[config.mk]
export PLATFORM = sky130hd
export DESIGN_NAME = ppe_out_fifo
export DESIGN_NICKNAME = d
export VERILOG_FILES = /design/src/ppe_pkg.sv /design/src/ppe_out_fifo.sv
export SDC_FILE = /design/constraint.sdc
export NUM_CORES = 1
export LEC_CHECK = 0
export ABC_AREA = 1
export BUFFER_PORTS_ARGS = -buffer_cell sky130_fd_sc_hd__clkbuf_2
export CORE_MARGIN = 8
export CORE_UTILIZATION = 42
export CTS_BUF_LIST = sky130_fd_sc_hd__clkbuf_8 sky130_fd_sc_hd__clkbuf_16
export CTS_CLUSTER_SIZE = 24
export DETAILED_ROUTE_END_ITERATION = 7
export PLACE_DENSITY_LB_ADDON = 0.08
export RECOVER_POWER = 25
export SYNTH_ARGS = -nofsm -noshare
export SYNTH_HDL_FRONTEND = slang
export SYNTH_SLANG_ARGS = --single-unit
[constraint.sdc]
create_clock -name clk -period 9.6 [get_ports clk]
set_input_delay 0.48 -clock clk [delete_from_list [all_inputs] [get_ports clk]]
set_output_delay 0.48 -clock clk [all_outputs]
set_load 0.01 [all_outputs]
[src/ppe_pkg.sv]
// Shared types, constants and helpers of the palette pixel expander.
package ppe_pkg;

  localparam int unsigned PIXEL_W             = 32;
  localparam int unsigned CHAN_W              = 8;
  localparam int unsigned PALETTE_ENTRIES_DEF = 256;
  localparam int unsigned OUT_DEPTH           = 3;
  localparam int unsigned OUT_CNT_W           = $clog2(OUT_DEPTH + 1);
  localparam int unsigned SHIFT_W             = $clog2(PIXEL_W);
  localparam int unsigned CWIDTH_W            = $clog2(CHAN_W + 1);
  localparam int unsigned CFG_IDX_W           = 3;

  localparam logic [CWIDTH_W-1:0] WIDTH_CAP  = CWIDTH_W'(CHAN_W);
  localparam logic [CHAN_W-1:0]   ALPHA_FULL = 8'hFF;
  localparam logic [PIXEL_W-1:0]  KEY_16BIT  = 32'h0000_7C1F;
  localparam logic [PIXEL_W-1:0]  KEY_32BIT  = 32'h0000_0000;
  localparam logic [PIXEL_W-1:0]  LOW16_MASK = 32'h0000_FFFF;

  localparam logic [PIXEL_W-1:0] RED_MASK_RST   = 32'h0000_F800;
  localparam logic [PIXEL_W-1:0] GREEN_MASK_RST = 32'h0000_07E0;
  localparam logic [PIXEL_W-1:0] BLUE_MASK_RST  = 32'h0000_001F;
  localparam logic [PIXEL_W-1:0] ALPHA_MASK_RST = 32'h0000_0000;

  typedef enum logic [1:0] {
    DEPTH_8      = 2'd0,
    DEPTH_16     = 2'd1,
    DEPTH_32     = 2'd2,
    DEPTH_32_ALT = 2'd3
  } depth_t;

  typedef enum logic {
    FUNC_WRITE = 1'b0,
    FUNC_PIXEL = 1'b1
  } func_t;

  typedef enum logic [CFG_IDX_W-1:0] {
    REG_RED_MASK   = 3'd0,
    REG_GREEN_MASK = 3'd1,
    REG_BLUE_MASK  = 3'd2,
    REG_ALPHA_MASK = 3'd3,
    REG_DEPTH      = 3'd4,
    REG_TRANSP     = 3'd5
  } cfg_reg_t;

  typedef struct packed {
    logic [CWIDTH_W-1:0] width;
    logic [SHIFT_W-1:0]  shift;
  } chan_fmt_t;

  typedef struct packed {
    chan_fmt_t red;
    chan_fmt_t green;
    chan_fmt_t blue;
    chan_fmt_t alpha;
  } pix_fmt_t;

  typedef struct packed {
    logic [PIXEL_W-1:0] red;
    logic [PIXEL_W-1:0] green;
    logic [PIXEL_W-1:0] blue;
    logic [PIXEL_W-1:0] alpha;
  } mask_set_t;

  function automatic logic [PIXEL_W-1:0] place_channel(input logic [CHAN_W-1:0] c,
                                                       input chan_fmt_t f);
    logic [CHAN_W-1:0] kept;
    kept = c >> (WIDTH_CAP - f.width);
    if (f.width == '0) begin
      return '0;
    end
    return PIXEL_W'(kept) << f.shift;
  endfunction

endpackage

[src/ppe_out_fifo.sv]
// Small result queue that parts the lookup stage from the output stream.
module ppe_out_fifo (
  input  logic                           clk,
  input  logic                           rst,
  input  logic                           push,
  input  logic [ppe_pkg::PIXEL_W-1:0]    push_data,
  output logic                           tvalid,
  input  logic                           tready,
  output logic [ppe_pkg::PIXEL_W-1:0]    tdata,
  output logic [ppe_pkg::OUT_CNT_W-1:0]  count
);
  import ppe_pkg::*;

  localparam int unsigned PtrW = $clog2(OUT_DEPTH);

  logic [PIXEL_W-1:0] slot [OUT_DEPTH];
  logic [PtrW-1:0]    head;
  logic [PtrW-1:0]    tail;
  logic               pop;

  function automatic logic [PtrW-1:0] step_ptr(input logic [PtrW-1:0] p);
    return (p == PtrW'(OUT_DEPTH - 1)) ? '0 : p + 1'b1;
  endfunction

  assign tvalid = (count != '0);
  assign tdata  = slot[head];
  assign pop    = tvalid && tready;

  always_ff @(posedge clk) begin
    if (rst) begin
      head  <= '0;
      tail  <= '0;
      count <= '0;
    end else begin
      if (push) begin
        tail <= step_ptr(tail);
      end
      if (pop) begin
        head <= step_ptr(head);
      end
      count <= count + OUT_CNT_W'(push) - OUT_CNT_W'(pop);
    end
  end

  always_ff @(posedge clk) begin
    if (push) begin
      slot[tail] <= push_data;
    end
  end

  a_count_bound: assert property (@(posedge clk) disable iff (rst)
    count <= OUT_CNT_W'(OUT_DEPTH))
    else $error("queue count above depth");

  a_no_overflow: assert property (@(posedge clk) disable iff (rst)
    !(push && !pop && count == OUT_CNT_W'(OUT_DEPTH)))
    else $error("push into full queue");

  a_count_track: assert property (@(posedge clk) disable iff (rst)
    !rst |=> count == OUT_CNT_W'($past(count) + OUT_CNT_W'($past(push)) -
                                 OUT_CNT_W'($past(pop))))
    else $error("queue count lost track");
endmodule

**Word level (Yosys, flattened, before mapping)**

Memory sizes are Yosys's and may differ from the RTL's. A register that Yosys moved wholly into a read port is not among the register bits.
Cells that the tools add are included.

- Equality and inequality tests: 2
- Reduce and logical (&&, ||, !) cells: 2
- Add/subtract/negate cells: 4
- Muxes and demuxes: 6

Operators by type and width:

| operator | number |
|---|---|
| 2-bit two-way mux | 4 |
| 2-bit by 1-bit adder with 2-bit output (second input constant) | 2 |
| 2-bit == test (second input constant) | 2 |
| 2-bit by 1-bit adder with 2-bit output | 1 |
| 1-bit two-way mux | 2 |
| 2-bit nonzero test | 1 |
| 2-bit by 1-bit subtractor with 2-bit output | 1 |
| 1-bit logical AND | 1 |

- Register bits after elaboration: 6
- Memory bits (writable): 96
- Memories: 1
- Input port bits: 36
- Logic and storage cells: 18
- Output and inout port bits: 35

Memory list:

| name | depth | bits a word | read ports | clocked after memory_dff | wr ports | line | text |
|---|---|---|---|---|---|---|---|
| slot | 3 | 32 | 1 | 1 | 1 | ppe_out_fifo.sv:16 | `logic [PIXEL_W-1:0] slot [OUT_DEPTH];` |

**Longest topological paths before layout**

Gate-level depths: netlist (run 1).

- Depth in word-level cells: 4
- Gate-level depth with buffers: 7
- Gate-level depth less buffers: 7

**Worst setup path before layout (run 1)**

Ideal clock, no wire load.

- Kind: input -> register
- Start point: input push
- End point: memory slot[2][0] (enable)
- Data required time: 9139 ps
- Data arrival time: 2728 ps
- Setup time: 461 ps
- Setup slack: 6411 ps
- Stages on the path: 2
- Cell sequence: inv_1 > nor3_1

- Word-level cells in the longest chain between the ends: 2

RTL lines:

| item | line | text |
|---|---|---|
| start: declaration | ppe_out_fifo.sv:5 | `input logic push,` |
| 1-bit two-way mux | ppe_out_fifo.sv:46 | `if (push) begin` |
| 1-bit two-way mux (not written as such) | ppe_out_fifo.sv:47 | `slot[tail] <= push_data;` |
| end: declaration | ppe_out_fifo.sv:16 |  |

Every way passes these cells.

==> flow_summary.toml, run 1 <==
[sta]
max_freq_mhz = 412
rsz0062_at_grt = "no"
setup_tns_ns = 0
final_hold_viol_count = 0
clock_skew_ns = 0.0105
setup_viol = 0
timing.hold.ws_ns = 0.336
post-route-period-util_pct = 25.3
worst_pin_slew_ns = 0.778
slew_viol_final = 0
finalCriticalPeriod_ns = 2.43
timing.slew.headroom_pct = 48.1

[outcome]
status = "finished clean"

[die]
core_area_um2 = 9150
die_area_um2 = 12700
fp-row-count = 35
die_y_um = 113
fp.dieW_um = 113
initial_utilization_pct = 42.8
io_pins = 71

[clocking]
post_cts_buffers = 0
clkTransAtPathRegs_ns = 0.09
postCtsHoldBufs = 0
cts_sinks = 104
cts_buffers = 9
clockRootBuffer = "clkbuf_8"
insertion_delay_ns = 0.35
cts_max_level = 3
cts_resized = 0
tritoncts = "built"
clock_path_buffers = 2

[final_layout]
diodes = 0
final_core_util_pct = 48.7
layout_commonest_cell = "edfxtp_1"
num-nets-final = 396
layout_common_cells = "96 x edfxtp_1, 67 x a21oi_1, 49 x clkbuf_2"
drive_gt1_share_pct = 19.0
syn2layout_area_growth_pct = 13.9

[routing]
drt_iter0_drc = 102
num_vias = 2378
drc_errors = 0
vias_per_cell = 5.01
wl_per_cell_um = 17.0
drt_first_pass_iters = 5
antenna_left = 0
wl_um = 8080

[setup_path]
setup.worst_path.class = "register to output pin"
cpPeakStageDelay_ns = 0.84
critical_path_required_ns = 9.12
worstPathMaxFanout = 33
end_kind = "output pin"
worstPathArrival_ns = 1.95
crit_chain = "inv_4 > nor2_1 > a21oi_1 > clkbuf_2"
cp-start-kind = "register"
cp_top_family = "flip-flops"
critPathSlowestCell = "dfxtp_2"
path_buf_inv = 2
r2r_slack_ns = 8.22

[pwr]
p_per_area_nw_per_um2 = 193
ir_worst_vdd_mv = 0.105
p_leak_nw = 1.67

[synth]
netlist_area_um2 = 3920
syn_area_per_cell_um2 = 13.6
synth_cell_types = 16
ys_seq_elements = 104
yosysTopAreaCell = "edfxtp_1"
synthTopCellsByArea = "edfxtp_1 74%, a21oi_1 8.6%, dfxtp_1 4.1%"
seq_area_frac_synth_pct = 77.7
synth.top_cell.area_share_pct = 73.6
synth_nets = 325
yosysWarnings = 0
synthCells = 288

[grt]
overflow = 0
grt_start_max_net_pins = 34
grt-busiest-layer = "met2"
grt_pass1_vias = 2454
gr-usage-met3_pct = 4.19
antenna_found_initial = 0
grt_usage_pct = 13.1
grtUsageMet2_pct = 21.6
grt_pass1_wl_um = 12800
met1_usage_pct = 15.6

[place]
port_buffers = 70
gp_congestion = 0.695
dp_hpwl_um = 4710

[run]
drv_cap = 0

[min_path]
hp-class = "input port to register"
## metal layers
metal / wire [µm] / vias up
li1: - / 1157
met2: 4020 / 63
met5: 0 / -
met4: 55 / 0
met3: 466 / 5
met1: 3540 / 1153
## synthesized netlist by cell type
cell type	n
inv_4	1
a21oi_1	67
edfxtp_1	96
o21ai_0	1
o21a_1	1
buf_2	3
buf_4	5
buf_6	6
inv_1	11
clkinv_4	1
nand2_1	40
nand3_1	6
ha_1	1
dfxtp_1	8
nor2_1	40
nor3_1	1
## area by class of cell
cell class | count | area [µm²]
inverters | 13 | 56.3
fillers | 810 | 4690
repair buffers | 74 | 354
multi-input cells | 157 | 701
well taps | 111 | 139
clock buffers | 9 | 124
flip-flops and latches | 104 | 3040
clock inverters | 7 | 40.0
## per-stage QoR
step / setup slack [ns] / power [W] / instances / cell area (µm²)
detailed placement: 7.51 / 0.000647 / 459 / 4320
CTS: 7.10 / 0.000876 / 475 / 4480
finish: 7.17 / 0.000862 / 475 / 4460
global route: 6.99 / 0.000904 / 475 / 4460
global placement: 7.55 / 0.000646 / 459 / 4320
floorplan: 6.41 / 0.000600 / 288 / 3920
## report_power, final
group	leakage (nW)	total (W)	internal, W	switching (W)
Combinational	0.624	0.000107	0.0000376	0.0000694
Sequential	0.954	0.000526	0.000516	0.00000923
Clock	0.0873	0.000230	0.0000921	0.000138
## worst register-to-register path: cells and delay by family, from the launching register on
family	cells	cell delay (ns)
buffers and inverters	3	0.59
DFF	1	0.32
and+or+nand+nor	1	0.10
## final timing paths
kind	depth (start not counted)	from	to
worst min-delay path	1	push_data[5]	slot[0][5]$_DFFE_PP_
worst min register to register	2	tail[1]$_SDFFE_PP0P_	tail[1]$_SDFFE_PP0P_
worst max-delay path	4	register	tdata[7]
worst max register to register	4	tail[1]$_SDFFE_PP0P_	slot[0][31]$_DFFE_PP_
## flip-flops by register name, indices dropped and copies added, names as in the netlist, named ones only
signal and count:
head 2, slot 96, count 2, tail 2
## kinds of logic (layout without fill, tap and decap cells)
family / count (synthesis) / count (layout) / share of synthesized area, %
buffers and inverters: 27 / 103 / 4.51
DFF: 104 / 104 / 77.7
adders and majority gates: 1 / 1 / 0.320
AOI/OAI and AO/OA: 69 / 69 / 8.88
and+or+nand+nor: 87 / 87 / 8.56
Power figures use the tool's default switching activity.
==> inputs of run 2 (changes only) <==
==> constraint.sdc (replaced) <==
create_clock -name clk -period 2 [get_ports clk]
set_input_delay 0.1 -clock clk [delete_from_list [all_inputs] [get_ports clk]]
set_output_delay 0.1 -clock clk [all_outputs]
set_load 0.01 [all_outputs]
==> run 2 against run 1 <==
Non-clock buffer count rose by 40. Clock power rose to 4.8 times the previous value. Critical path depth did not move. Worst hold slack got worse by 0.26 ns. Wire length rose by 1.8%. Combinational power rose to 5.5 times the previous value. Global-route usage rose by 0.51 points. Sequential share of layout area fell by 5.4 points. Clock skew fell by 0.00068 ns.
==> flow_summary.toml, run 2 (synthesized netlist as in run 1, its figures left out) <==
[outcome]
status = "finished clean"

[sta]
rsz0062_at_grt = "no"
setup_viol = 0
max_freq_mhz = 560
timing.slew.headroom_pct = 69.4
post-route-period-util_pct = 89.3
finalCriticalPeriod_ns = 1.79
worst_pin_slew_ns = 0.458
slew_viol_final = 0
final_hold_viol_count = 0
clock_skew_ns = 0.00980
setup_tns_ns = 0

[setup_path]
rr_worst_depth = 3
worstPathMaxFanout = 32
setup.worst_path.class = "register to output pin"
crit_chain = "clkinv_4 > nand2_1 > a21oi_1 > clkbuf_2"
cpPeakStageDelay_ns = 0.61
cp-start-kind = "register"
reg2reg_to = "slot[1][28]$_DFFE_PP_"
end_kind = "output pin"
worstPathArrival_ns = 1.69
rr_startpoint = "tail[0]$_SDFFE_PP0P_"
critical_path_required_ns = 1.90
r2r_slack_ns = 0.77
critPathSlowestCell = "dfxtp_1"

[clocking]
cts_buffers = 9
insertion_delay_ns = 0.36
clockRootBuffer = "clkbuf_8"
clock_path_buffers = 2
tritoncts = "built"
cts_sinks = 104
cts_max_level = 3
clkTransAtPathRegs_ns = 0.10
post_cts_buffers = 0

[final_layout]
diodes = 0
layout_common_cells = "96 x edfxtp_1, 67 x a21oi_1, 48 x clkbuf_2"
layout_commonest_cell = "edfxtp_1"
final_core_util_pct = 52.9
num-nets-final = 436
regMostFlops = "slot"
drive_gt1_share_pct = 18.9
largest_register_ffs = 96
area.sequential_um2 = 3040
multiInputGateArea_um2 = 707
syn2layout_area_growth_pct = 23.7
fillers = 817

[grt]
antenna_found_initial = 0
grt_usage_pct = 13.6
overflow = 0
grt_pass1_wl_um = 13300
grt_pass1_vias = 2637
grt_start_max_net_pins = 33

[routing]
drt_iter0_drc = 108
wl_um = 8220
vias_per_cell = 4.86
antenna_left = 0
wl_per_cell_um = 16.0
drc_errors = 0
drt_first_pass_iters = 6
num_vias = 2500

[min_path]
hp-class = "input port to register"
min_to = "tail[0]$_SDFFE_PP0P_"
worstHoldPathCells = 3
hp-start = "push"

[die]
io_pins = 71
die_area_um2 = 12700
fp.dieW_um = 113
die_y_um = 113
core_area_um2 = 9150
initial_utilization_pct = 42.8
fp-row-count = 35

[pwr]
fin_total_pwr_w = 0.00421
p_leak_nw = 1.83
p_per_area_nw_per_um2 = 869
ir_worst_vdd_mv = 0.493

[run]
drv_cap = 0

[place]
dp_hpwl_um = 5140
gp_congestion = 0.712
port_buffers = 70
run 2: cell types whose count changed in the layout (fill, tap and decap cells not counted), sizes merged:
cell,previous run,this run
dlygate4sd3,0,33
buf,4,11
inv,15,12
clkinv,4,5
clkinvlp,1,2
run 2: cell type report:
type,instances,area share (%)
Clock buffer,9,2.56
Multi-Input combinational cell,157,14.6
Inverter,13,1.16
Clock inverter,6,0.775
Tap cell,111,2.87
Sequential cell,104,62.8
Timing Repair Buffer,114,15.2
run 2: how the worst max path moves through the flow:
stage	startpoint	endpoint	slack [ns]	cells after the start
after floorplan	tail[1]$_SDFFE_PP0P_	slot[2][0]$_DFFE_PP_	0.38	2
after global placement	register	tdata[1]	0.62	4
after detailed placement	register	tdata[15]	0.55	4
after CTS	register	tdata[15]	0.15	4
after global routing	register	tdata[4]	0.04	4
final	register	tdata[17]	0.21	4
run 2: routing by layer:
metal / wire length, µm / global-route usage, %
met5: 0 / 0
met4: 142 / 5.76
met3: 383 / 3.86
met2: 3940 / 22.1
met1: 3760 / 16.7
run 2: repair_timing:
action                    in CTS  in global routing
hold buffers                  33                  0
hold endpoints to repair      99                  0
gates resized for setup        0                  0
run 2: per-stage QoR:
stage	std cells	area (µm²)	setup slack, ns	hold WS (ns)
after global routing	514	4840	0.0437	0.0876
after global placement	466	4380	0.622	0.308
after floorplan	288	3930	0.377	0.169
after detailed placement	466	4380	0.551	0.309
final	514	4840	0.214	0.0777
after CTS	514	4870	0.152	0.0687
run 2: where the power goes:
| part | internal [W] | switching (W) | leakage [nW] | total, W |
|---|---|---|---|---|
| Clock | 0.000439 | 0.000673 | 0.0785 | 0.00111 |
| Combinational | 0.000234 | 0.000350 | 0.798 | 0.000585 |
| Sequential | 0.00248 | 0.0000340 | 0.954 | 0.00251 |
run 2: critical path, delay by kind of cell (launching register included):
| family | cells | cell delay (ns) |
|---|---|---|
| AOI/OAI and AO/OA | 1 | 0.09 |
| and+or+nand+nor | 1 | 0.14 |
| DFF | 1 | 0.61 |
| buffers and inverters | 2 | 0.47 |
