### config.mk
export PLATFORM = sky130hd
export DESIGN_NAME = ppe_mask_scan
export DESIGN_NICKNAME = d
export VERILOG_FILES = /design/src/ppe_pkg.sv /design/src/ppe_mask_scan.sv
export SDC_FILE = /design/constraint.sdc
export NUM_CORES = 1
export LEC_CHECK = 0
export ABC_AREA = 1
export BUFFER_PORTS_ARGS = -buffer_cell sky130_fd_sc_hd__buf_2
export CORE_AREA = 4 4 109 111
export DETAILED_ROUTE_END_ITERATION = 12
export DIE_AREA = 0 0 113 115
export GPL_TIMING_DRIVEN = 0
export HOLD_SLACK_MARGIN = 0.1
export PLACE_DENSITY = 0.65
export SLEW_MARGIN = 10
export SYNTH_ARGS = -nofsm -noshare
export SYNTH_HDL_FRONTEND = slang
export SYNTH_SLANG_ARGS = --single-unit
### constraint.sdc
create_clock -name clk -period 1.7 [get_ports clk]
set_clock_uncertainty 0.15 [all_clocks]
set_input_delay 0.255 -clock clk [delete_from_list [all_inputs] [get_ports clk]]
set_output_delay 0.255 -clock clk [all_outputs]
set_load 0.05 [all_outputs]
### src/ppe_pkg.sv
// Shared types, constants and helpers of the palette pixel expander.
package ppe_pkg;

  localparam int unsigned PIXEL_W             = 32;
  localparam int unsigned CHAN_W              = 8;
  localparam int unsigned PALETTE_ENTRIES_DEF = 256;
  localparam int unsigned OUT_DEPTH           = 3;
  localparam int unsigned OUT_CNT_W           = $clog2(OUT_DEPTH + 1);
  localparam int unsigned SHIFT_W             = $clog2(PIXEL_W);
  localparam int unsigned CWIDTH_W            = $clog2(CHAN_W + 1);
  localparam int unsigned CFG_IDX_W           = 3;

  localparam logic [CWIDTH_W-1:0] WIDTH_CAP  = CWIDTH_W'(CHAN_W);
  localparam logic [CHAN_W-1:0]   ALPHA_FULL = 8'hFF;
  localparam logic [PIXEL_W-1:0]  KEY_16BIT  = 32'h0000_7C1F;
  localparam logic [PIXEL_W-1:0]  KEY_32BIT  = 32'h0000_0000;
  localparam logic [PIXEL_W-1:0]  LOW16_MASK = 32'h0000_FFFF;

  localparam logic [PIXEL_W-1:0] RED_MASK_RST   = 32'h0000_F800;
  localparam logic [PIXEL_W-1:0] GREEN_MASK_RST = 32'h0000_07E0;
  localparam logic [PIXEL_W-1:0] BLUE_MASK_RST  = 32'h0000_001F;
  localparam logic [PIXEL_W-1:0] ALPHA_MASK_RST = 32'h0000_0000;

  typedef enum logic [1:0] {
    DEPTH_8      = 2'd0,
    DEPTH_16     = 2'd1,
    DEPTH_32     = 2'd2,
    DEPTH_32_ALT = 2'd3
  } depth_t;

  typedef enum logic {
    FUNC_WRITE = 1'b0,
    FUNC_PIXEL = 1'b1
  } func_t;

  typedef enum logic [CFG_IDX_W-1:0] {
    REG_RED_MASK   = 3'd0,
    REG_GREEN_MASK = 3'd1,
    REG_BLUE_MASK  = 3'd2,
    REG_ALPHA_MASK = 3'd3,
    REG_DEPTH      = 3'd4,
    REG_TRANSP     = 3'd5
  } cfg_reg_t;

  typedef struct packed {
    logic [CWIDTH_W-1:0] width;
    logic [SHIFT_W-1:0]  shift;
  } chan_fmt_t;

  typedef struct packed {
    chan_fmt_t red;
    chan_fmt_t green;
    chan_fmt_t blue;
    chan_fmt_t alpha;
  } pix_fmt_t;

  typedef struct packed {
    logic [PIXEL_W-1:0] red;
    logic [PIXEL_W-1:0] green;
    logic [PIXEL_W-1:0] blue;
    logic [PIXEL_W-1:0] alpha;
  } mask_set_t;

  function automatic logic [PIXEL_W-1:0] place_channel(input logic [CHAN_W-1:0] c,
                                                       input chan_fmt_t f);
    logic [CHAN_W-1:0] kept;
    kept = c >> (WIDTH_CAP - f.width);
    if (f.width == '0) begin
      return '0;
    end
    return PIXEL_W'(kept) << f.shift;
  endfunction

endpackage

### src/ppe_mask_scan.sv
// Bit-serial analyser giving shift and capped width of each channel mask.
module ppe_mask_scan (
  input  logic                clk,
  input  logic                rst,
  input  logic                start,
  input  ppe_pkg::mask_set_t  masks,
  output ppe_pkg::pix_fmt_t   fmt,
  output logic                busy
);
  import ppe_pkg::*;

  localparam int unsigned LANES = 4;
  localparam logic [SHIFT_W-1:0] LastPos = SHIFT_W'(PIXEL_W - 1);

  logic [PIXEL_W-1:0] lane_mask [LANES];
  chan_fmt_t          lane      [LANES];
  chan_fmt_t          lane_next [LANES];
  logic [LANES-1:0]   found;
  logic [LANES-1:0]   found_next;
  logic [SHIFT_W-1:0] bit_pos;

  assign lane_mask[0] = masks.red;
  assign lane_mask[1] = masks.green;
  assign lane_mask[2] = masks.blue;
  assign lane_mask[3] = masks.alpha;

  always_comb begin
    for (int i = 0; i < LANES; i++) begin
      lane_next[i]  = lane[i];
      found_next[i] = found[i];
      if (lane_mask[i][bit_pos]) begin
        if (!found[i]) begin
          lane_next[i].shift = bit_pos;
          found_next[i]      = 1'b1;
        end
        if (lane[i].width != WIDTH_CAP) begin
          lane_next[i].width = lane[i].width + 1'b1;
        end
      end
    end
  end

  always_ff @(posedge clk) begin
    if (rst || start) begin
      busy    <= 1'b1;
      bit_pos <= '0;
      found   <= '0;
      for (int i = 0; i < LANES; i++) begin
        lane[i] <= '0;
      end
    end else if (busy) begin
      bit_pos <= bit_pos + 1'b1;
      found   <= found_next;
      for (int i = 0; i < LANES; i++) begin
        lane[i] <= lane_next[i];
      end
      if (bit_pos == LastPos) begin
        busy <= 1'b0;
      end
    end
  end

  always_comb begin
    fmt.red   = lane[0];
    fmt.green = lane[1];
    fmt.blue  = lane[2];
    fmt.alpha = lane[3];
  end

  a_width_cap: assert property (@(posedge clk) disable iff (rst)
    fmt.red.width <= WIDTH_CAP && fmt.green.width <= WIDTH_CAP &&
    fmt.blue.width <= WIDTH_CAP && fmt.alpha.width <= WIDTH_CAP)
    else $error("channel width above cap");

  a_fmt_hold: assert property (@(posedge clk) disable iff (rst)
    !busy && !start |=> $stable(fmt))
    else $error("format changed outside a scan");

  a_width_needs_found: assert property (@(posedge clk) disable iff (rst)
    (!found[0] |-> fmt.red.width == '0) and (!found[3] |-> fmt.alpha.width == '0))
    else $error("width counted before first mask bit");
endmodule

==> Word-level counts from Yosys, hierarchy flattened <==
Memories as Yosys holds them, arrays and structs flattened.
Cells that the tools add are included.
{ "totals": {"ff_bits": 10, "ramBits": 36, "out_inout_bits": 37, "memories": 1} }
{ "memory_table": {"columns": ["name", "words", "word_bits", "rd", "rd_ports_with_merged_regs", "write_ports", "line_no", "source"], "rows": [
  ["lane", 4, 9, 4, 0, 4, "ppe_mask_scan.sv:16", "chan_fmt_t lane [LANES];"]
]} }
{ "classes": {"add_sub_neg": 5, "magnitude_cmp": 1, "eq_ne": 5, "muxes": 31, "bitwise": 4, "reduce_logical": 5} }
{ "op_table": {"columns": ["op", "n"], "rows": [
  ["$mux 9", 8],
  ["$bmux 1 s5", 4],
  ["$mux 5", 4],
  ["$add 4x1->4 const B", 4],
  ["$mux 4", 4],
  ["$ne 4x4->1 const B", 4],
  ["$mux 1", 11],
  ["$reduce_and 2->1", 4],
  ["$lt 5x6->1 const B", 1],
  ["$add 5x1->5 const B", 1],
  ["$eq 5x5->1 const B", 1],
  ["$or 1x1->1", 4],
  ["$logic_or 1x1->1", 1]
]} }

==> Depth between registers and ports, before layout <==
Gate-level depths: netlist of the first run.
{ "logic_depth": {"word_depth": 4, "mapped_depth": 10} }

==> Worst setup path before layout of the first run <==
Ideal clock, no wire load.
{ "synth_path": {"path_kind": "register to register", "from": "register, netlist name bit_pos[1]", "to": "memory lane[0][27] (netlist name), enable pin", "setup_ns": 0.346, "t_arrival_ns": 1.416, "slack_ns": -0.212, "path_stages_with_launch": 11, "path_buffers": 2, "path_cell_list": "dfxtp_1 buf_2 inv_2 buf_2 nand3_1 nand3_1 nand2_1 nand2_1 nand2_1 nand3_1 o21ai_1"} }
{ "synth_lines": {"columns": ["element", "line_no"], "rows": [
  ["end, declared", "ppe_mask_scan.sv:16"]
]} }

==> results of run 1 <==
[Yosys cell counts]
| cell | number | area (um^2) |
|---|---|---|
| a31oi_1 | 1 | 6.260 |
| nor2_1 | 45 | 168.9 |
| buf_6 | 5 | 56.30 |
| ha_1 | 10 | 125.1 |
| buf_2 | 16 | 80.08 |
| clkbuf_1 | 6 | 22.52 |
| inv_1 | 27 | 101.4 |
| xor2_1 | 1 | 8.760 |
| a21oi_1 | 18 | 90.09 |
| edfxtp_1 | 36 | 1081 |
| xnor2_1 | 4 | 35.03 |
| dfxtp_1 | 10 | 200.2 |
| nor4_1 | 1 | 6.260 |
| nand2_1 | 171 | 641.9 |
| clkinv_1 | 1 | 3.750 |
| o21ai_1 | 8 | 40.04 |
| inv_2 | 2 | 7.510 |
| nor3b_1 | 3 | 22.52 |
| nand3_1 | 88 | 440.4 |
| o21ai_0 | 7 | 35.03 |
| nor3_1 | 3 | 15.01 |
[repair_timing]
action / CTS / global route
setup buffers: 1 / 3
setup endpoints to repair: 52 / 69
cloned: 0 / 5
pin swaps: 9 / 45
hold buffers: 0 / 0
resized for setup: 39 / 60
[cells by family after synthesis]
logic type / after synthesis / share of synthesized area [%]
flip-flops: 46 / 40.19
buffers and inverters: 57 / 8.516
AO/OA/AOI/OAI: 34 / 5.377
AND/OR/NAND/NOR: 311 / 40.62
adder cells (fa/ha/maj): 10 / 3.925
XOR/XNOR: 5 / 1.374
[tightest hold or removal path, delay by kind of cell]
family | cells | cell delay [ns]
compound gates | 2 | 0.12
buf+inv | 1 | 0.07
simple gates | 1 | 0.07
[final timing paths]
path | cells after the start | startpoint | end
setup reg to reg | 10 | bit_pos[0] | lane[0][10]
setup / recovery | 10 | bit_pos[0] | lane[0][10]
hold reg to reg | 2 | found[0] | found[0]
hold / removal | 4 | rst | bit_pos[4]
[area by class of cell]
class                      instances  area, um^2
clock buffer                       7       86.33
clock inverter                     1       5.005
inverter                          30       122.6
multi-input combinational        360        1964
sequential                        46        1290
tap                              140       175.2
buffer                            26       269.0
timing repair buffer             176        1002
fill                            1086        5878
[flip-flops by register name (all words and copies together), names as in the netlist]
register and count:
busy 1, found 4, bit_pos 5, lane 36
[power groups by stage]
stage          Clock, uW  Sequential (uW)  Combinational (uW)
6_report             669             1350                1040
5_1_grt              728             1360                1110
4_1_cts              687             1350                 940
3_5_place_dp           0             1380                 902
3_3_place_gp           0             1370                 896
2_1_floorplan          0             1600                 350
[routing by layer]
layer | part of all wire [%] | global-route usage (%) | up-vias
li1 | - | - | 1886
met1 | 41 | 22.13 | 1737
met2 | 50 | 30.17 | 148
met3 | 7.0 | 2.842 | 15
met4 | 1.1 | 3.285 | 0
met5 | 0 | 0 | -
[metrics by stage]
stage | instances | util (%)
3_5_place_dp | 770 | 40.05
5_1_grt | 786 | 45.54
2_1_floorplan | 463 | -
4_1_cts | 778 | 42.20
3_3_place_gp | 770 | 40.05
6_report | 786 | 45.54
==> run summary, run 1 <==
register area share after synthesis -> 40.19%
Final Hold Slack -> 0.1251 ns
gp weighted congestion -> 0.8886
crit path DAT -> 1.91 ns
Setup TNS Final -> -11.18 ns
Die Span Y -> 115 um
RSZ-0062 raised after global routing -> true
Max clock buf depth -> 2
drt pass-1 iters -> 5
PortBufs -> 167
IO Pins -> 168
worst-path fanout max -> 6
vias -> 3786
CTS H-tree depth -> 2
Hold Crit Class -> input pin to register
FF+latch count, synth -> 46
internal power -> 2008 uW
most frequent cells in the layout -> buf_2 (169), nand2_1 (149), nand3_1 (68), nor2_1 (36), edfxtp_1 (36)
outcome -> finished with violations
area delta synth->final -> 54.16%
share of cells above drive strength 1 -> 43.34%
Slowest cell on crit path -> dfxtp_4
clk sinks -> 46
grt total ovfl -> 0
Final ANT Viol Nets -> 0
CP Launch Type -> register
Leak -> 0.002410 uW
Final Max Tran Viols -> 0
switching power total -> 1051 uW
CTS tree -> yes
drt wl/cell -> 15.59 um
Max VDD drop -> 0.3185 mV
Clock power frac -> 21.9%
Die Area -> 0.01300 mm^2
crit-path cells -> buf_12, clkbuf_16, nand2_1, nand3_1, nand3_2, nand2_2, nand2_1, nand2_2, nand3_4, o21ai_4
placed inst area -> 0.004323 mm^2
CORE AREA -> 0.01079 mm^2
fin area -> 0.004915 mm^2
Setup WS post-layout -> -0.3778 ns
CTS buffer count -> 5
fin crit share -> 122.2%
Die W -> 113 um
Worst-Margin Slew -> 0.5006 ns
vias in the first global route -> 3568
Hold Vio Cnt, Final -> 0
Max Clock Freq -> 0.4813 GHz
Net count, final -> 786
Max Cap Violations -> 0
Mapped Area -> 0.003188 mm^2
post-layout min period -> 2.078 ns
Register-to-Register Setup Slack -> -0.38 ns
Detailed Route WL -> 12250 um
Req. time, crit path -> 1.53 ns
root buffer cell -> clkbuf_8
first-pass GRT wire length -> 17680 um
Top delay family on crit path -> simple AND/OR/NAND/NOR gates
Total GRT Usage -> 17.06%
max_slew headroom -> 66.63%
max incr delay on CP -> 0.44 ns
most common cell after layout, fill and taps aside -> buf_2
post-DP HPWL -> 9334 um
setup violators final -> 38
ant diodes -> 0
largest net degree at the start of global routing -> 14
row cnt -> 38
yosys warns -> 0
DR DRC count -> 0
Crit path buffers/inverters -> 2
Initial Utilization -> 29.54%
Post-Syn Instances -> 463
Design Power -> 3058 uW
Via density -> 4.817
Place WS -> -0.6602 ns
initial antenna violation count -> 0
critical path class -> register to register
Initial DRC Count -> 263
CP Capture Type -> register
sequential power share -> 44.2%
Clk pin slew, worst setup/hold paths -> 0.08 ns
Sw Ratio -> 34.35%
Synth Area per Inst -> 6.886 um^2
power density cells -> 622.3 mW/mm^2
synthesized net count -> 604
clock latency on the worst-skew pair -> 0.29 ns
number of distinct library cells after synthesis -> 21
combinational power share -> 34.0%
failing checks -> setup timing
Power figures use the tool's default switching activity.
==> run 2, diff against run 1 <==
--- a/config.mk
+++ b/config.mk
@@ -17,3 +17,4 @@
 export SYNTH_ARGS = -nofsm -noshare
 export SYNTH_HDL_FRONTEND = slang
 export SYNTH_SLANG_ARGS = --single-unit
+export TNS_END_PERCENT = 1
==> run 2 against run 1 <==
Compared with the run above:
- the run still ends with setup timing left
- largest power group unchanged
- total power fell by 2.0%
- critical endpoint is now lane[0][20]
- sequential cell count did not move
- clock-buffer cell count fell by 1
- cell area fell by 0.76%
- first-iteration DRC count fell by 13%
- die area did not move
- wire length fell by 1.6%
- worst setup slack improved by 0.042 ns
- register-to-register slack improved by 0.04 ns
- via count rose by 0.87%
- sequential power barely moved
- largest cell class unchanged
==> run summary, run 2 (same netlist as run 1, synthesis figures left out) <==
Crit path buffers/inverters -> 2 (unchanged)
hold buffer count at CTS -> 0 (unchanged)
most common cell after layout, fill and taps aside -> buf_2
Top delay family on crit path -> simple AND/OR/NAND/NOR gates
fin area -> 0.004877 mm^2 (-0.76%)
Max Cap Violations -> 0 (unchanged)
drt wl/cell -> 15.38 um (-1.3%)
top flop regs -> lane x36, bit_pos x5, found x4
critical path class -> register to register
worst-path fanout max -> 6 (unchanged)
Final Hold Slack -> 0.1174 ns (-0.007749 ns)
Max clock buf depth -> 2 (unchanged)
sequential power share -> 45.1% (+0.9 points)
CP Launch Type -> register
Setup WS post-layout -> -0.3359 ns (+0.04185 ns)
crit path DAT -> 1.86 ns (-0.05 ns)
drt pass-1 iters -> 5 (unchanged)
Total GRT Usage -> 17.44% (+0.37 points)
post-DP HPWL -> 9297 um (-0.40%)
vias in the first global route -> 3820 (+7.1%)
power density cells -> 614.7 mW/mm^2 (-1.2%)
vias -> 3819 (+0.87%)
PortBufs -> 167 (unchanged)
clock latency on the worst-skew pair -> 0.29 ns (about the same)
Design Power -> 2998 uW (-2.0%)
share of cells above drive strength 1 -> 43.32% (about the same)
initial antenna violation count -> 0 (unchanged)
largest net degree at the start of global routing -> 14 (unchanged)
CP Capture Type -> register
setup violators final -> 38 (unchanged)
Filler Cells Inserted -> 1094 (+0.74%)
Slowest cell on crit path -> dfxtp_4
root buffer cell -> clkbuf_8
combinational power share -> 34.1% (about the same)
Sw Ratio -> 34.86% (+0.51 points)
IO Pins -> 168 (unchanged)
Net count, final -> 784 (-0.25%)
Detailed Route WL -> 12060 um (-1.6%)
Via density -> 4.871 (+1.1%)
Hold Vio Cnt, Final -> 0 (unchanged)
Place WS -> -0.6760 ns (-0.01574 ns)
Die Area -> 0.01300 mm^2 (unchanged)
placed inst area -> 0.004230 mm^2 (-2.1%)
Initial DRC Count -> 228 (-13%)
Die W -> 113 um (unchanged)
grt total ovfl -> 0 (unchanged)
Clk pin slew, worst setup/hold paths -> 0.08 ns (about the same)
max_slew headroom -> 66.72% (+0.099 points)
CTS buffer count -> 5 (unchanged)
Leak -> 0.002414 uW (+0.19%)
switching power total -> 1045 uW (-0.53%)
Max VDD drop -> 0.4089 mV (+28%)
CTS H-tree depth -> 2 (unchanged)
CORE AREA -> 0.01079 mm^2 (unchanged)
most frequent cells in the layout -> buf_2 (171), nand2_1 (146), nand3_1 (66), nor2_1 (36), edfxtp_1 (36)
Worst-Margin Slew -> 0.4991 ns (-0.001478 ns)
Hold Crit Class -> input pin to register
row cnt -> 38 (unchanged)
clk sinks -> 46 (unchanged)
Most Frequent Cell on Critical Path -> nand2_1
Final Max Tran Viols -> 0 (unchanged)
outcome -> finished with violations
largest register by flop count -> lane
post-layout min period -> 2.036 ns (-0.04185 ns)
gp weighted congestion -> 0.9326 (+5.0%)
first-pass GRT wire length -> 18270 um (+3.4%)
DR DRC count -> 0 (unchanged)
register area -> 0.001290 mm^2 (unchanged)
max incr delay on CP -> 0.45 ns (about the same)
fin crit share -> 119.8% (-2.5 points)
CTS tree -> yes
Req. time, crit path -> 1.52 ns (about the same)
Largest register FFs -> 36 (unchanged)
Initial Utilization -> 29.54% (unchanged)
crit-path cells -> buf_16, clkbuf_16, nand2_1, nand3_1, nand2_1, nor2_1, nor2_2, nand2_2, nand3_4, o21ai_4
ant diodes -> 0 (unchanged)
Clock power frac -> 20.8% (-1.1 points)
Max Clock Freq -> 0.4912 GHz (+2.1%)
failing checks -> setup timing
area delta synth->final -> 52.98%
multi-input logic area -> 0.001982 mm^2 (+0.89%)
Die Span Y -> 115 um (unchanged)
internal power -> 1953 uW (-2.7%)
Final ANT Viol Nets -> 0 (unchanged)
RSZ-0062 raised after global routing -> true
## run 2: worst paths after layout
path               from           to  slack [ns]  depth (start not counted)
min                 rst   bit_pos[1]        0.12                          4
min reg2reg    found[0]     found[0]        0.34                          2
max          bit_pos[0]  lane[0][20]       -0.34                         10
max reg2reg  bit_pos[0]  lane[0][20]       -0.34                         10
## run 2: worst reg2reg max path, cell delays in order (launching register included)
cell       delay (ns)
dfxtp_4          0.45
buf_16           0.15
clkbuf_16        0.14
nand2_1          0.04
nand3_1          0.09
nand2_1          0.07
nor2_1           0.13
nor2_2           0.07
nand2_2          0.08
nand3_4          0.11
o21ai_4          0.24
## run 2: cell type report
type / count / area share [%]
Multi-Input combinational cell: 360 / 40.64
Buffer: 26 / 5.490
Clock inverter: 2 / 0.1796
Inverter: 30 / 2.463
Tap cell: 140 / 3.592
Sequential cell: 46 / 26.45
Clock buffer: 6 / 1.488
Timing Repair Buffer: 174 / 19.70
## run 2: what timing repair did
item,in CTS,in global routing
buffers inserted,2,0
pin swaps,28,23
gates resized for setup,90,42
setup endpoints to repair,68,53
gates cloned,4,1
## run 2: power by group through the flow
stage / combinational [uW] / clock, uW / sequential (uW)
after floorplan: 327 / 0 / 1600
after global placement: 864 / 0 / 1370
after detailed placement: 874 / 0 / 1370
after CTS: 980 / 640 / 1350
after global routing: 1100 / 699 / 1360
final: 1020 / 624 / 1350
## run 2: metal layers
metal	global-route usage [%]	part of all wire (%)	routed length, um	vias to the layer above
met5	0	0	0	-
met4	5.369	2.8	337	0
met3	2.474	6.5	786	32
met2	30.77	50	6036	148
met1	22.12	41	4895	1761
li1	-	-	-	1878
## run 2: metrics by stage
stage | TNS [ns] | utilization, % | instances
2_1_floorplan | -4.407 | - | 463
3_3_place_gp | -30.11 | 39.20 | 770
3_5_place_dp | -30.06 | 39.20 | 770
4_1_cts | -11.18 | 43.67 | 783
5_1_grt | -13.63 | 45.19 | 784
6_report | -10.49 | 45.19 | 784
==> run 3, diff against run 2 <==
--- a/config.mk
+++ b/config.mk
@@ -5,14 +5,14 @@
 export SDC_FILE = /design/constraint.sdc
 export NUM_CORES = 1
 export LEC_CHECK = 0
-export ABC_AREA = 1
 export BUFFER_PORTS_ARGS = -buffer_cell sky130_fd_sc_hd__buf_2
-export CORE_AREA = 4 4 109 111
+export CORE_AREA = 4 4 105 107
+export CTS_BUF_LIST = sky130_fd_sc_hd__clkbuf_2
 export DETAILED_ROUTE_END_ITERATION = 12
-export DIE_AREA = 0 0 113 115
+export DIE_AREA = 0 0 109 111
 export GPL_TIMING_DRIVEN = 0
 export HOLD_SLACK_MARGIN = 0.1
-export PLACE_DENSITY = 0.65
+export PLACE_DENSITY = 0.67
 export SLEW_MARGIN = 10
 export SYNTH_ARGS = -nofsm -noshare
 export SYNTH_HDL_FRONTEND = slang
==> run 3 against run 2 <==
Compared with the run above:
- the run still ends with setup timing left
- register-to-register slack got worse by 0.30 ns
- wire length down 19%
- combinational power shrank 16%
- sequential cell count did not move
- critical endpoint is now lane[0][4]
- total power fell by 5.7%
- worst setup slack got worse by 0.30 ns
- core utilization down 2.0 points
==> run summary, run 3 <==
outcome -> finished with violations
failing checks -> setup timing
Final ANT Viol Nets -> 0 (unchanged)
Die W -> 109 um (-3.5%)
gp weighted congestion -> 0.9174 (-1.6%)
row cnt -> 37 (-2.6%)
Final Max Tran Viols -> 0 (unchanged)
post-layout min period -> 2.331 ns (+0.2953 ns)
Clk pin slew, worst setup/hold paths -> 0.25 ns (+0.17 ns)
CTS H-tree depth -> 2 (unchanged)
CTS buffer count -> 5 (unchanged)
max_slew headroom -> 43.16% (-24 points)
Crit. Startpoint -> bit_pos[1]
crit-path cells -> buf_6, mux4_2, a22o_1, a211oi_4, o41ai_4, buf_6
Core Util, Final -> 43.19% (-2.0 points)
CP Launch Type -> register
worst-path fanout max -> 10 (+4)
Filler Cells Inserted -> 984 (-10%)
area leader, netlist -> edfxtp_1
largest net degree at the start of global routing -> 16 (+2)
Final Hold Slack -> 0.2107 ns (+0.09330 ns)
root buffer cell -> clkbuf_2
vias -> 2702 (-29%)
DR DRC count -> 0 (unchanged)
critical path class -> register to register
largest register by flop count -> lane
initial antenna violation count -> 0 (unchanged)
Worst-Margin Slew -> 0.8525 ns (+0.3534 ns)
met1 wire length -> 3901 um (-20%)
most common cell after layout, fill and taps aside -> buf_2
Synth Flop Type -> edfxtp_1
met3 wire length -> 560 um (-29%)
Post-synth EDFFs -> 36 (unchanged)
vias in the first global route -> 2902 (-24%)
Total GRT Usage -> 16.25% (-1.2 points)
Place WS -> -0.8640 ns (-0.1880 ns)
Max clock buf depth -> 2 (unchanged)
CORE AREA -> 0.01014 mm^2 (-6.1%)
metal2 WL -> 5134 um (-15%)
Via density -> 4.958 (+1.8%)
max incr delay on CP -> 0.52 ns (+0.07 ns)
Top delay family on crit path -> compound AO/OA/AOI/OAI gates
worst r2r src -> bit_pos[1]
DR top layer -> met4
Initial Utilization -> 29.51% (-0.031 points)
clk sinks -> 46 (unchanged)
CP Capture Type -> register
Hold Crit Class -> input pin to register
area delta synth->final -> 46.38%
Largest register FFs -> 36 (unchanged)
top flop regs -> lane x36, bit_pos x5, found x4
share of cells above drive strength 1 -> 58.68% (+15 points)
FF+latch count, synth -> 46 (unchanged)
area share of the largest cell type after synthesis -> 36.14% (+2.2 points)
register area -> 0.001292 mm^2 (+0.19%)
multi-input logic area -> 0.001795 mm^2 (-9.4%)
most common cell in the netlist -> edfxtp_1
Detailed Route WL -> 9776 um (-19%)
fin crit share -> 137.1% (+17 points)
setup violators final -> 40 (+5.3%)
CTS tree -> yes
Hold Vio Cnt, Final -> 0 (unchanged)
crit path to -> lane[0][4]
grt total ovfl -> 0 (unchanged)
Placed Cells -> 533 (-31%)
largest cells by area after synthesis -> edfxtp_1 (36%), mux4_2 (14%), dfxtp_1 (6.7%)
Mapped Area -> 0.002992 mm^2 (-6.2%)
clock latency on the worst-skew pair -> 0.42 ns (+0.13 ns)
final non-filler cell total -> 545 (-30%)
yosys warns -> 0 (unchanged)
PortBufs -> 167 (unchanged)
synth cell count leaders -> edfxtp_1 (36), nor2_1 (21), mux2i_1 (18), mux4_2 (18), and3_1 (13)
Reg2Reg Depth -> 6 (-4)
post-DP HPWL -> 8178 um (-12%)
asr flop ratio synth -> 0% (unchanged)
Register-to-Register Setup Slack -> -0.63 ns (-0.30 ns)
Setup WS post-layout -> -0.6312 ns (-0.2953 ns)
Max VDD drop -> 0.3015 mV (-26%)
most frequent cells in the layout -> buf_2 (167), edfxtp_1 (36), mux4_2 (21), nor2_1 (20), mux2i_1 (17)
Die Area -> 0.01210 mm^2 (-6.9%)
Net count, final -> 549 (-30%)
synthesized net count -> 371 (-39%)
Post-Syn Instances -> 230 (-50%)
ant diodes -> 0 (unchanged)
Design Power -> 2826 uW (-5.7%)
Die Span Y -> 111 um (-3.5%)
Max Cap Violations -> 0 (unchanged)
Req. time, crit path -> 1.78 ns (+0.26 ns)
drt wl/cell -> 17.94 um (+17%)
Crit path depth -> 6 (-4)
first-pass GRT wire length -> 15300 um (-16%)
IO Pins -> 168 (unchanged)
Most Frequent Cell on Critical Path -> buf_6
Slowest cell on crit path -> mux4_2
Leak -> 0.001936 uW (-20%)
Crit path buffers/inverters -> 2 (unchanged)
drt pass-1 iters -> 6 (+1)
Synth Area per Inst -> 13.01 um^2 (+89%)
register area share after synthesis -> 42.83% (+2.6 points)
power density cells -> 645.3 mW/mm^2 (+5.0%)
RSZ-0062 raised after global routing -> true
reg2reg end -> lane[0][4]
number of distinct library cells after synthesis -> 29 (+38%)
Max Clock Freq -> 0.4290 GHz (-13%)
Initial DRC Count -> 142 (-38%)
crit path DAT -> 2.41 ns (+0.55 ns)
## run 3: cell types whose count changed in the layout (fill, tap and decap cells not counted), sizes merged, moves of 10 or more
cell   before  now
nand2     171   10
nand3      88    5
mux4        0   24
nor2       45   21
inv        30   10
a21oi      18    0
mux2i       0   18
buf       194  177
and3        0   13
o21ai      15    5
## run 3: timing repair
action,CTS,global route
endpoints found under the hold margin,5,0
pin swaps,4,3
setup buffers,2,0
hold buffers,2,0
resized for setup,17,10
setup endpoints to repair,40,44
## run 3: power breakdown
part	switching [uW]	internal, uW	leakage (uW)	total, uW
clock network	370	246	0.0000352	617
logic	510	346	0.00140	855
registers	62.9	1290	0.000498	1350
total	943	1880	0.00194	2830
## run 3: cells by family after synthesis
family                     share of synthesized area (%)
AOI/OAI and AO/OA                                  12.05
DFF                                                42.83
muxes                                              24.76
and+or+nand+nor                                    8.533
buffers and inverters                              4.433
adders and majority gates                          4.182
xor gates and xnor gates                           3.220
## run 3: layer usage
layer / up-vias / track usage [%]
li1: 1260 / -
met1: 1332 / 20.66
met2: 93 / 27.97
met3: 17 / 3.553
met4: 0 / 3.535
met5: - / 0
## run 3: through the flow
stage	setup TNS [ns]	cell area, um^2
floorplan	-15.68	3182
global placement	-32.09	4188
detailed placement	-33.91	4188
CTS	-23.09	4350
global route	-24.61	4379
finish	-21.82	4379
## run 3: worst min-delay path by stage
stage | from | end | slack (ns) | depth (start not counted)
global placement | found[2] | found[2] | 0.33 | 2
finish | rst | lane[0][27] | 0.21 | 3
global route | rst | lane[0][30] | 0.16 | 3
detailed placement | found[3] | found[3] | 0.34 | 2
CTS | rst | lane[0][27] | 0.20 | 3
floorplan | found[3] | found[3] | 0.32 | 2
## run 3: tightest hold or removal path: cells and delay by family
kind / cells / cell delay (ns)
buffers and inverters: 1 / 0.08
AND/OR/NAND/NOR: 2 / 0.31
## run 3: layout make-up
cell class,count,area share (%)
Multi-Input combinational cell,158,41.00
Clock inverter,3,1.029
Clock buffer,5,0.5714
Inverter,10,0.8571
Buffer,16,3.114
Tap cell,136,3.886
Sequential cell,46,29.51
Timing Repair Buffer,171,20.03
